**src/grouped_decimal_formatter_assert.svh**
```systemverilog
// Assertion macros for the grouped decimal formatter.
// Included by the top level; depends on nothing else.
`ifndef GROUPED_DECIMAL_FORMATTER_ASSERT_SVH
`define GROUPED_DECIMAL_FORMATTER_ASSERT_SVH

// Check a property at every clock edge outside reset.
`define GDF_ASSERT(lbl, clk, rst_n, prop, msg) \
  lbl: assert property (@(posedge clk) disable iff (!rst_n) (prop)) \
    else $error(msg);

// Check that a condition holds in the cycle after a trigger.
`define GDF_ASSERT_NEXT(lbl, clk, rst_n, trig, cons, msg) \
  lbl: assert property (@(posedge clk) disable iff (!rst_n) (trig) |=> (cons)) \
    else $error(msg);

`endif

```
**src/gdf_pkg.sv**
```systemverilog
// Shared types, constants and helpers of the grouped decimal formatter.
// Used by every module of the block; depends on nothing.
package gdf_pkg;

  localparam int unsigned ValueW    = 32;
  localparam int unsigned DigitW    = 4;
  localparam int unsigned MaxDigits = 10;
  localparam int unsigned CountW    = 4;
  localparam int unsigned CharW     = 8;
  localparam int unsigned LangW     = 3;

  localparam logic [ValueW-1:0] RecipTen = 32'hCCCC_CCCD;
  localparam int unsigned RecipShift     = 35;

  localparam logic [CharW-1:0] CharZero   = 8'h30;
  localparam logic [CharW-1:0] CharNine   = 8'h39;
  localparam logic [CharW-1:0] SepEnglish = 8'h2C;
  localparam logic [CharW-1:0] SepOther   = 8'h2E;

  localparam logic [LangW-1:0] LangEnglish = 3'd0;
  localparam logic RegLanguage = 1'b0;

  typedef enum logic [1:0] {
    F_IDLE,
    F_CONV,
    F_PUSH
  } front_state_e;

  typedef enum logic [1:0] {
    B_IDLE,
    B_DIGIT,
    B_SEP
  } back_state_e;

  typedef struct packed {
    logic [MaxDigits-1:0][DigitW-1:0] digits;
    logic [CountW-1:0]                count;
  } dec_item_t;

  function automatic logic [1:0] mod3(input logic [CountW-1:0] x);
    logic [1:0] r;
    case (x)
      4'd0, 4'd3, 4'd6, 4'd9, 4'd12, 4'd15: r = 2'd0;
      4'd1, 4'd4, 4'd7, 4'd10, 4'd13:       r = 2'd1;
      default:                              r = 2'd2;
    endcase
    return r;
  endfunction

endpackage

```
**src/gdf_fifo.sv**
```systemverilog
// Short queue of converted digit sets between front and back end.
// Depends on gdf_pkg for the entry type.
module gdf_fifo #(
  parameter int unsigned Depth = 2
) (
  input  logic               clk_i,
  input  logic               rst_ni,
  input  logic               push_valid_i,
  output logic               push_ready_o,
  input  gdf_pkg::dec_item_t push_item_i,
  output logic               pop_valid_o,
  input  logic               pop_i,
  output gdf_pkg::dec_item_t pop_item_o
);

  localparam int unsigned PtrW = (Depth > 1) ? $clog2(Depth) : 1;
  localparam int unsigned CntW = $clog2(Depth + 1);

  gdf_pkg::dec_item_t mem_q [Depth];

  logic [PtrW-1:0] wr_ptr_q, wr_ptr_d;
  logic [PtrW-1:0] rd_ptr_q, rd_ptr_d;
  logic [CntW-1:0] cnt_q, cnt_d;
  logic            do_push, do_pop;

  assign push_ready_o = (cnt_q != CntW'(Depth));
  assign pop_valid_o  = (cnt_q != '0);
  assign pop_item_o   = mem_q[rd_ptr_q];
  assign do_push      = push_valid_i && push_ready_o;
  assign do_pop       = pop_i && pop_valid_o;

  always_comb begin
    wr_ptr_d = wr_ptr_q;
    rd_ptr_d = rd_ptr_q;
    cnt_d    = cnt_q;
    if (do_push) begin
      wr_ptr_d = (wr_ptr_q == PtrW'(Depth - 1)) ? '0 : wr_ptr_q + 1'b1;
    end
    if (do_pop) begin
      rd_ptr_d = (rd_ptr_q == PtrW'(Depth - 1)) ? '0 : rd_ptr_q + 1'b1;
    end
    if (do_push && !do_pop) begin
      cnt_d = cnt_q + 1'b1;
    end else if (do_pop && !do_push) begin
      cnt_d = cnt_q - 1'b1;
    end
  end

  always_ff @(posedge clk_i or negedge rst_ni) begin
    if (!rst_ni) begin
      wr_ptr_q <= '0;
      rd_ptr_q <= '0;
      cnt_q    <= '0;
    end else begin
      wr_ptr_q <= wr_ptr_d;
      rd_ptr_q <= rd_ptr_d;
      cnt_q    <= cnt_d;
    end
  end

  always_ff @(posedge clk_i) begin
    if (do_push) mem_q[wr_ptr_q] <= push_item_i;
  end

endmodule

```
**config.mk**
```make
export PLATFORM = sky130hd
export DESIGN_NAME = gdf_fifo
export DESIGN_NICKNAME = d
export VERILOG_FILES = /design/src/grouped_decimal_formatter_assert.svh /design/src/gdf_pkg.sv /design/src/gdf_fifo.sv
export SDC_FILE = /design/constraint.sdc
export NUM_CORES = 1
export LEC_CHECK = 0
export BUFFER_PORTS_ARGS = -buffer_cell sky130_fd_sc_hd__buf_2
export CORE_UTILIZATION = 40
export DETAILED_ROUTE_END_ITERATION = 6
export GPL_ROUTABILITY_DRIVEN = 0
export HOLD_SLACK_MARGIN = 0.1
export PLACE_DENSITY = 0.66
export REMOVE_ABC_BUFFERS = 1
export SLEW_MARGIN = 20
export SYNTH_ARGS = -nofsm -noshare
export SYNTH_HDL_FRONTEND = slang
export SYNTH_SLANG_ARGS = --single-unit
```
**constraint.sdc**
```tcl
create_clock -name clk_i -period 3.5 [get_ports clk_i]
set_input_delay 0.175 -clock clk_i [delete_from_list [all_inputs] [get_ports clk_i]]
set_output_delay 0.175 -clock clk_i [all_outputs]
set_load 0.005 [all_outputs]
```
==> run metrics, run 1 <==
die height=96.5 um; First DRT Iteration DRCs=57; Synth Area in Compound Gates=0; PortBufs=93; Rows=34; final WL=5950 um; outcome=complete, no violations; Core ar.=8680 um2; via count=about 1800; initial antenna violation count=0; GRT Overall Usage=0.133; Hold-fix buffers, CTS=45; Root Buffer=clkbuf_8; initial core utilization=0.411; H-tree depth=3; Tmin final=2.27 ns; clock sink count=92; crit path to=pop_item_o[21]; Max-cap violations=0; CP Max Fanout=29; first-pass GRT wire length=8680 um; P per Cell Area=735 nW/um2; launch point of the worst reg-to-reg path=cnt_q[0]$_DFFE_PN0P_; Static Leak=1.94 nW; DR WL/cell=14.4 um; layout cell share with drive strength beyond 1=0.516; Max VDD drop=0.425 mV; post-cts resize count=0; vias in the first global route=1899; Design Area, Final=4800 um2; total die area=a little over 9000 um2; Hold Crit Class=in2reg; worst relative slew slack=0.304; area of the multi-input gates=741 um2; placed cell areas=4120 um2; CP Launch Type=flip-flop; clk buf depth=2; largest net degree at the start of global routing=45; vias per cell=4.44; area grow syn2layout=34.3%; router iterations before antenna repair=4; Max Slew Vio Count=0; final core utilization=0.553; nets=between 300 and 400; worst-margin pin slew=1.04 ns; final hold violations=0; RSZ-0062 raised after global routing=false; adder-cell area share of the yosys netlist=0.00351; Worst Setup End Kind=output port; Reg area=2740 um2; post-synthesis cell count=between 150 and 200; CTS tree=built; setup TNS=0 ns; HPWL Detailed=between 3000 and 4000 um; Die W=96.5 um; antenna diode count=0; synthesized flop and latch total=92; XOR/XNOR share of the synthesized area=0.0123; r2r setup slk=1.62 ns; Worst Setup SP=rd_ptr_q$_DFFE_PN0P_; sequential area share after synthesis=0.768; fill count=709; Layout Skew=0.00646 ns; Mapped Area=3570 um2; clk_lat worst skew=0.34 ns; Critical Path AT=about 2.1 ns; grt total ovfl=0; Worst-path clk slew=0.08 ns; final worst slack=between 1 and 1.5 ns; post-synth cell types=15; DRC Markers=0; Synth warnings=0; worst-case reg-to-reg path depth=4; TritonCTS Buffers=9; synthesized-area fraction occupied by and/or/nand/nor cells=0.00946; post-route ant nets=0; mean post-synth cell area=roughly 23 um2; number of post-CTS setup repair buffers=0; Setup Viol. Count Final=0; post-synthesis mux area share=0.180; main combinational cell family by area after synthesis=multiplexers; critical path class=reg2out; final worst path period share=0.648; worst flop-to-flop path endpoint=mem_q[0][30]$_DFFE_PP_; Place WS=1.57 ns; Crit path required time=3.32 ns; I/O Pins=94; Max Freq=441 MHz
stage by stage:
step | std cells | power (W) | hold WS [ns]
after CTS | 414 | 0.00358 | 0.106
after global routing | 414 | 0.00373 | 0.131
after global placement | 355 | 0.00273 | -0.0148
after floorplan | 150 | 0.00236 | -0.121
after detailed placement | 355 | 0.00274 | -0.0137
final | 414 | 0.00352 | 0.121
cells in the mapped netlist, drive strengths merged:
| cell type | n | share of area |
|---|---|---|
| and3 | 1 | 0.0018 |
| buf | 5 | 0.026 |
| dfrtp | 4 | 0.028 |
| edfxtp | 88 | 0.74 |
| ha | 1 | 0.0035 |
| inv | 1 | 0.0011 |
| mux2 | 44 | 0.18 |
| nand2 | 2 | 0.0021 |
| nand2b | 1 | 0.0018 |
| nor2 | 2 | 0.0021 |
| or2 | 1 | 0.0018 |
| xnor2 | 3 | 0.0074 |
| xor2 | 2 | 0.0049 |
how the worst min path moves through the flow:
stage / start / to / slack (ns) / depth (start not counted)
after global routing: rst_ni / cnt_q[1]$_DFFE_PN0P_ / 0.13 / 2
after global placement: rst_ni / cnt_q[0]$_DFFE_PN0P_ / -0.01 / 1
after CTS: pop_i / rd_ptr_q$_DFFE_PN0P_ / 0.11 / 3
final: pop_i / rd_ptr_q$_DFFE_PN0P_ / 0.12 / 3
after floorplan: rst_ni / cnt_q[0]$_DFFE_PN0P_ / -0.12 / 0
after detailed placement: rst_ni / cnt_q[0]$_DFFE_PN0P_ / -0.01 / 1
cell usage in the layout, fill, tap and decap left out, types with 2 or more instances in the layout:
| cell type | synthesis | routed |
|---|---|---|
| xor2_1 | 2 | 2 |
| edfxtp_1 | 88 | 88 |
| dfrtp_1 | 4 | 3 |
| mux2_2 | 5 | 5 |
| buf_2 | 0 | 93 |
| dlygate4sd3_1 | 0 | 45 |
| bufinv_16 | 0 | 3 |
| buf_4 | 0 | 4 |
| nand2_1 | 2 | 2 |
| xnor2_1 | 3 | 3 |
| mux2_4 | 39 | 39 |
| clkbuf_8 | 0 | 9 |
power by group:
group          switching, W  leakage (nW)  internal, W
combinational      0.000421         0.962     0.000639
clock              0.000330         0.111     0.000465
sequential         0.000158         0.863      0.00151
total              0.000909          1.94      0.00261
cell families after synthesis:
kind of cell | after synthesis
xor+xnor | 5
fa+ha+maj | 1
buf+inv | 6
flops | 92
mux | 44
simple gates | 7
sequential cells by signal, indices dropped and copies added, names as in the netlist:
signal	count
mem_q	88
rd_ptr_q	1
wr_ptr_q	1
cnt_q	2
final cells by class:
type	instances	share of cell area
multi-input combinational	57	0.154
sequential	92	0.572
clock buffer	9	0.0258
inverter	1	0.000783
timing repair buffer	142	0.197
tap	108	0.0282
clock inverter	5	0.0214
critical path, cell delays in order (launching register included):
cell	delay (ns)
dfrtp_2	0.95
buf_4	0.34
mux2_4	0.31
buf_2	0.13
routing by layer:
layer	part of all wire	GRT usage	wire [um]	vias up
li1	-	-	-	895
met3	0.043	0.0266	254	10
met5	0	0	0	-
met2	0.50	0.233	3000	56
met4	0.020	0.0833	121	0
met1	0.43	0.148	2570	876
Note: power is estimated with default switching activity, not from simulation.
==> inputs of run 2 (changes only) <==
Clock period 3.5 ns to 2.2 ns, I/O delays scaled along.
==> run metrics, run 2 (synthesized netlist as in run 1, its figures left out) <==
outcome=complete, no violations; via count=1850 (+0.71%); total power=0.00535 W (+52%); clock sink count=92 (unchanged); final worst slack=0.501 ns (-0.732 ns); Place WS=0.655 ns (-0.912 ns); Crit path required time=2.09 ns (-1.23 ns); total die area=9310 um2 (unchanged); Root Buffer=clkbuf_8; Rows=34 (unchanged); vias in the first global route=1897 (-0.11%); worst-margin pin slew=0.347 ns (-0.697 ns); layout cell share with drive strength beyond 1=0.508 (-0.00825); Comb power frac=0.350 (+0.049); critical path class=reg2out; Worst Setup SP=rd_ptr_q$_DFFE_PN0P_; CTS tree=built; Biggest register=mem_q; CP Launch Type=flip-flop; launch point of the worst reg-to-reg path=cnt_q[0]$_DFFE_PN0P_; crit-path cells=buf_12 > mux2_2 > buf_2; Max-cap violations=0 (unchanged); Max Freq=589 MHz; initial antenna violation count=0 (unchanged); CP max stage cell=dfrtp_2; Worst Setup End Kind=output port; antenna diode count=0 (unchanged); I/O Pins=94 (unchanged); Switching Fraction=0.278 (+0.0202); CP peak stage delay=0.40 ns (-0.55 ns); area grow syn2layout=34.1%; TritonCTS Buffers=9 (unchanged); vias per cell=4.44 (about the same); final WL=5830 um (-1.9%); Largest register FFs=88 (unchanged); crit path buf inv count=2 (unchanged); Core ar.=8680 um2 (unchanged); First DRT Iteration DRCs=73 (+28%); Static Leak=1.92 nW (-0.84%); Tmin final=approximately 1.7 ns; GRT Overall Usage=0.133 (about the same); final worst path period share=0.772; final core utilization=0.552 (-0.000865); router iterations before antenna repair=6 (+2); Worst-path clk slew=0.08 ns (about the same); most common cell after layout, fill and taps aside=buf_2; Clk network pwr share=0.180 (-0.046); PortBufs=93 (unchanged); final hold slack=0.132 ns (+0.0106 ns); Max VDD drop=0.683 mV (+61%); Hold Crit Class=in2reg; clk_lat worst skew=0.35 ns (about the same); RSZ-0062 raised after global routing=false; initial core utilization=0.411 (unchanged); P per Cell Area=1120 nW/um2 (+52%); HPWL Detailed=3510 um (-8.5%); Post-Place Cells=354 (-0.28%); clk buf depth=2 (unchanged); most frequent cells in the layout=93 x buf_2, 88 x edfxtp_1, 47 x dlygate4sd3_1; CP Max Fanout=44 (+52%); grt total ovfl=0 (unchanged); die height=96.5 um (unchanged); nets=353 (+0.28%); largest net degree at the start of global routing=45 (unchanged); min-delay src=push_valid_i; worst relative slew slack=0.769 (+0.465); H-tree depth=3 (unchanged); Internal=0.00386 W (+48%); first-pass GRT wire length=8900 um (+2.5%); final hold violations=0 (unchanged); post-cts resize count=0 (unchanged); Max Slew Vio Count=0 (unchanged); fin cells=417 (+0.72%); Critical Path AT=1.59 ns (-0.50 ns); Setup Viol. Count Final=0 (unchanged); DRC Markers=0 (unchanged); DR WL/cell=14.0 um (-2.6%); post-route ant nets=0 (unchanged); Die W=96.5 um (unchanged); Hold-fix buffers, CTS=47 (+4.4%); top flop regs=mem_q x88, cnt_q x2; Layout Skew=0.00857 ns (+0.00211 ns); number of post-CTS setup repair buffers=0 (unchanged); Largest delay share family, worst path=buffers and inverters; P_sw=0.00149 W (+64%); sequential power share=0.470 (-0.003)
## run 2: power groups by stage
stage	clock (W)	sequential [W]	combinational [W]
2_1_floorplan	0	0.00270	0.00105
5_1_grt	0.00107	0.00256	0.00206
6_report	0.000965	0.00252	0.00187
3_3_place_gp	0	0.00254	0.00184
3_5_place_dp	0	0.00256	0.00185
4_1_cts	0.00100	0.00252	0.00192
## run 2: final cells by class
cell class	instances	area [um2]
clock buffers	10	128
clock inverters	6	41.3
inverters	1	3.75
fillers	712	3890
well taps	108	135
flip-flops and latches	92	2740
multi-input cells	57	741
repair buffers	143	996
## run 2: path summary, 6_finish.rpt
| check | end | slack, ns | depth (start not counted) |
|---|---|---|---|
| min in group asynchronous | cnt_q[0]$_DFFE_PN0P_ | 0.67 | 3 |
| max in group asynchronous | rd_ptr_q$_DFFE_PN0P_ | 1.33 | 3 |
| min reg2reg | cnt_q[1]$_DFFE_PN0P_ | 0.50 | 1 |
| min | wr_ptr_q$_DFFE_PN0P_ | 0.13 | 3 |
| max reg2reg | cnt_q[1]$_DFFE_PN0P_ | 0.66 | 7 |
| max | pop_item_o[23] | 0.50 | 3 |
## run 2: worst reg2reg max path, delay by kind of cell, from the launching register on
family	cells	cell delay (ns)
XOR/XNOR	2	0.30
AND/OR/NAND/NOR	3	0.47
adder cells (fa/ha/maj)	1	0.20
buffers and inverters	1	0.07
flip-flops	1	0.42
## run 2: per-stage QoR
step | TNS [ns] | area, um2
6_report | 0 | 4790
3_5_place_dp | 0 | 4150
2_1_floorplan | -32.93 | 3480
5_1_grt | 0 | 4790
4_1_cts | 0 | 4790
3_3_place_gp | 0 | 4150
## run 2: metal layers
| layer | GRT usage | part of all wire | vias to the layer above |
|---|---|---|---|
| li1 | - | - | 901 |
| met1 | 0.160 | 0.43 | 877 |
| met2 | 0.218 | 0.49 | 60 |
| met3 | 0.0321 | 0.061 | 12 |
| met4 | 0.0797 | 0.020 | 0 |
| met5 | 0 | 0 | - |
==> inputs of run 3 (changes only) <==
Settings changed: ABC_AREA from default to 1, PLACE_DENSITY 0.66 to 0.67.
Clock period 2.2 ns to 1.8 ns, I/O delays scaled along.
==> run metrics, run 3 <==
r2r setup slk=0.35 ns (-0.31 ns); P per Cell Area=1410 nW/um2 (+26%); Worst-path clk slew=0.09 ns (about the same); clk buf depth=2 (unchanged); vias per cell=4.43 (about the same); final hold violations=0 (unchanged); CP Launch Type=flip-flop; final core utilization=0.569 (+0.0171); I/O Pins=94 (unchanged); Post-synth top cells=131 x nand2_1, 88 x edfxtp_1, 11 x nand2_2, 5 x buf_6, 5 x inv_1; launch point of the worst reg-to-reg path=cnt_q[0]$_DFFE_PN0P_; Mapped Area=3480 um2 (-2.4%); post-synth cell types=16 (+1); clk_lat worst skew=0.35 ns (about the same); antenna diode count=0 (unchanged); DRC Markers=0 (unchanged); worst flop-to-flop path endpoint=cnt_q[1]$_DFFE_PN0P_; via count=2292 (+24%); fill count=709 (-0.42%); TritonCTS Buffers=9 (unchanged); CP peak stage delay=0.44 ns (+0.04 ns); top flop regs=mem_q x88, cnt_q x2; H-tree depth=3 (unchanged); area grow syn2layout=36.2%; Crit path required time=1.71 ns (-0.38 ns); sequential area share after synthesis=0.787 (+0.0188); Worst Setup End Kind=output port; CP max stage cell=dfrtp_2; min-delay src=push_item_i[12]; Max-cap violations=0 (unchanged); Async SR Flop Fraction=0.0435 (unchanged); Static Leak=2.05 nW (+6.6%); total die area=9090 um2 (-2.3%); top-area cell type share of the netlist area=0.758 (+0.0181); setup TNS=0 ns (unchanged); Die W=95.3 um (-1.2%); Synth warnings=0 (unchanged); most common cell after layout, fill and taps aside=nand2_1; CP Max Fanout=23 (-48%); Main synth FF type=edfxtp_1; CTS tree=built; grt total ovfl=0 (unchanged); post-route ant nets=0 (unchanged); Max Slew Vio Count=0 (unchanged); most frequent cell after synthesis=nand2_1; number of post-CTS setup repair buffers=0 (unchanged); nets=456 (+29%); final worst path period share=0.815; Reg area=2740 um2 (unchanged); Core ar.=8340 um2 (-3.9%); final hold slack=0.453 ns (+0.321 ns); RSZ-0062 raised after global routing=false; final WL=6550 um (+12%); Setup Viol. Count Final=0 (unchanged); synthesized flop and latch total=92 (unchanged); final worst slack=0.333 ns (-0.168 ns); worst-margin pin slew=0.333 ns (-0.0132 ns); first-pass GRT wire length=10200 um (+14%); layout cell share with drive strength beyond 1=0.313 (-0.195); Worst Hold End=mem_q[0][12]$_DFFE_PP_; largest net degree at the start of global routing=46 (+2.2%); post-synthesis cell count=258 (+66%); area of the multi-input gates=629 um2 (-15%); Place WS=0.347 ns (-0.308 ns); critical path class=reg2out; Tmin final=approximately 1.5 ns; Root Buffer=clkbuf_8; Max VDD drop=0.597 mV (-13%); Hold Crit Class=in2reg; initial core utilization=0.418 (+0.00646); number of synthesized flops with an enable pin=88 (unchanged); Critical Path AT=1.38 ns (-0.21 ns); Rows=33 (-2.9%); Hold Crit Depth=2 (-1); worst relative slew slack=0.778 (+0.00883); synth top area cells=edfxtp_1 76%, nand2_1 14%, dfrtp_1 2.9%; First DRT Iteration DRCs=74 (+1.4%); outcome=complete, no violations; Layout Skew=0.00819 ns (-0.000377 ns); vias in the first global route=2260 (+19%); router iterations before antenna repair=4 (-2); most frequent cells in the layout=131 x nand2_1, 93 x buf_2, 88 x edfxtp_1; die height=95.3 um (-1.2%); Post-Place Cells=453 (+28%); Max Freq=682 MHz; crit-path cells=buf_4 > nand2_1 > nand2_1 > buf_2; Biggest register=mem_q; PortBufs=93 (unchanged); Synth area leader=edfxtp_1; fin cells=517 (+24%); HPWL Detailed=3950 um (+12%); mean post-synth cell area=13.5 um2 (-41%); crit-path most repeated cell=nand2_1; GRT Overall Usage=0.156 (+0.0224); clock sink count=92 (unchanged); DR WL/cell=12.7 um (-9.5%); initial antenna violation count=0 (unchanged); worst-case reg-to-reg path depth=9 (+2); Largest register FFs=88 (unchanged)
[run 3: per-stage QoR]
stage	cell area, um2	power, W
2_1_floorplan	3390	0.00424
3_3_place_gp	4050	0.00520
3_5_place_dp	4050	0.00525
4_1_cts	4740	0.00680
5_1_grt	4740	0.00720
6_report	4740	0.00670
[run 3: cell type report]
type / count / share of cell area
tap: 105 / 0.0277
clock inverter: 6 / 0.0185
multi-input combinational: 150 / 0.133
clock buffer: 10 / 0.0269
timing repair buffer: 147 / 0.209
inverter: 7 / 0.00712
sequential: 92 / 0.578
[run 3: worst max-delay path by stage]
| stage | start | end | slack (ns) | depth (start not counted) |
|---|---|---|---|---|
| final | rd_ptr_q$_DFFE_PN0P_ | pop_item_o[0] | 0.33 | 4 |
| after global routing | cnt_q[0]$_DFFE_PN0P_ | cnt_q[1]$_DFFE_PN0P_ | 0.22 | 9 |
| after CTS | rd_ptr_q$_DFFE_PN0P_ | pop_item_o[32] | 0.30 | 4 |
| after detailed placement | cnt_q[0]$_DFFE_PN0P_ | cnt_q[1]$_DFFE_PN0P_ | 0.35 | 9 |
| after global placement | cnt_q[0]$_DFFE_PN0P_ | cnt_q[1]$_DFFE_PN0P_ | 0.40 | 9 |
| after floorplan | cnt_q[0]$_DFFE_PN0P_ | mem_q[0][0]$_DFFE_PP_ | -1.10 | 4 |
[run 3: report_power, final]
| group | internal (W) | switching [W] |
|---|---|---|
| Combinational | 0.000834 | 0.00133 |
| Clock | 0.000782 | 0.000678 |
| Sequential | 0.00293 | 0.000152 |
[run 3: worst max-delay path, delay by kind of cell (launching register included)]
family        cells  cell delay (ns)
flops             1             0.44
buf+inv           2             0.41
simple gates      2             0.17
[run 3: metal layers]
metal	share of wire	wire length (um)	global-route usage
met1	0.43	2790	0.175
met2	0.52	3400	0.279
met3	0.043	283	0.0287
met4	0.012	78	0.0833
met5	0	0	0
[run 3: logic make-up (layout without fill, tap and decap cells)]
| kind of cell | after synthesis | count (layout) | share of synthesized area |
|---|---|---|---|
| buffers and inverters | 16 | 170 | 0.0366 |
| adders and majority gates | 1 | 1 | 0.00359 |
| xor gates and xnor gates | 2 | 2 | 0.00503 |
| DFF | 92 | 92 | 0.787 |
| and+or+nand+nor | 147 | 147 | 0.168 |
[run 3: repair_timing]
action / 4_1_cts / 5_1_grt
hold endpoints to repair: 94 / 0
hold buffers: 48 / 0
resized for setup: 0 / 0
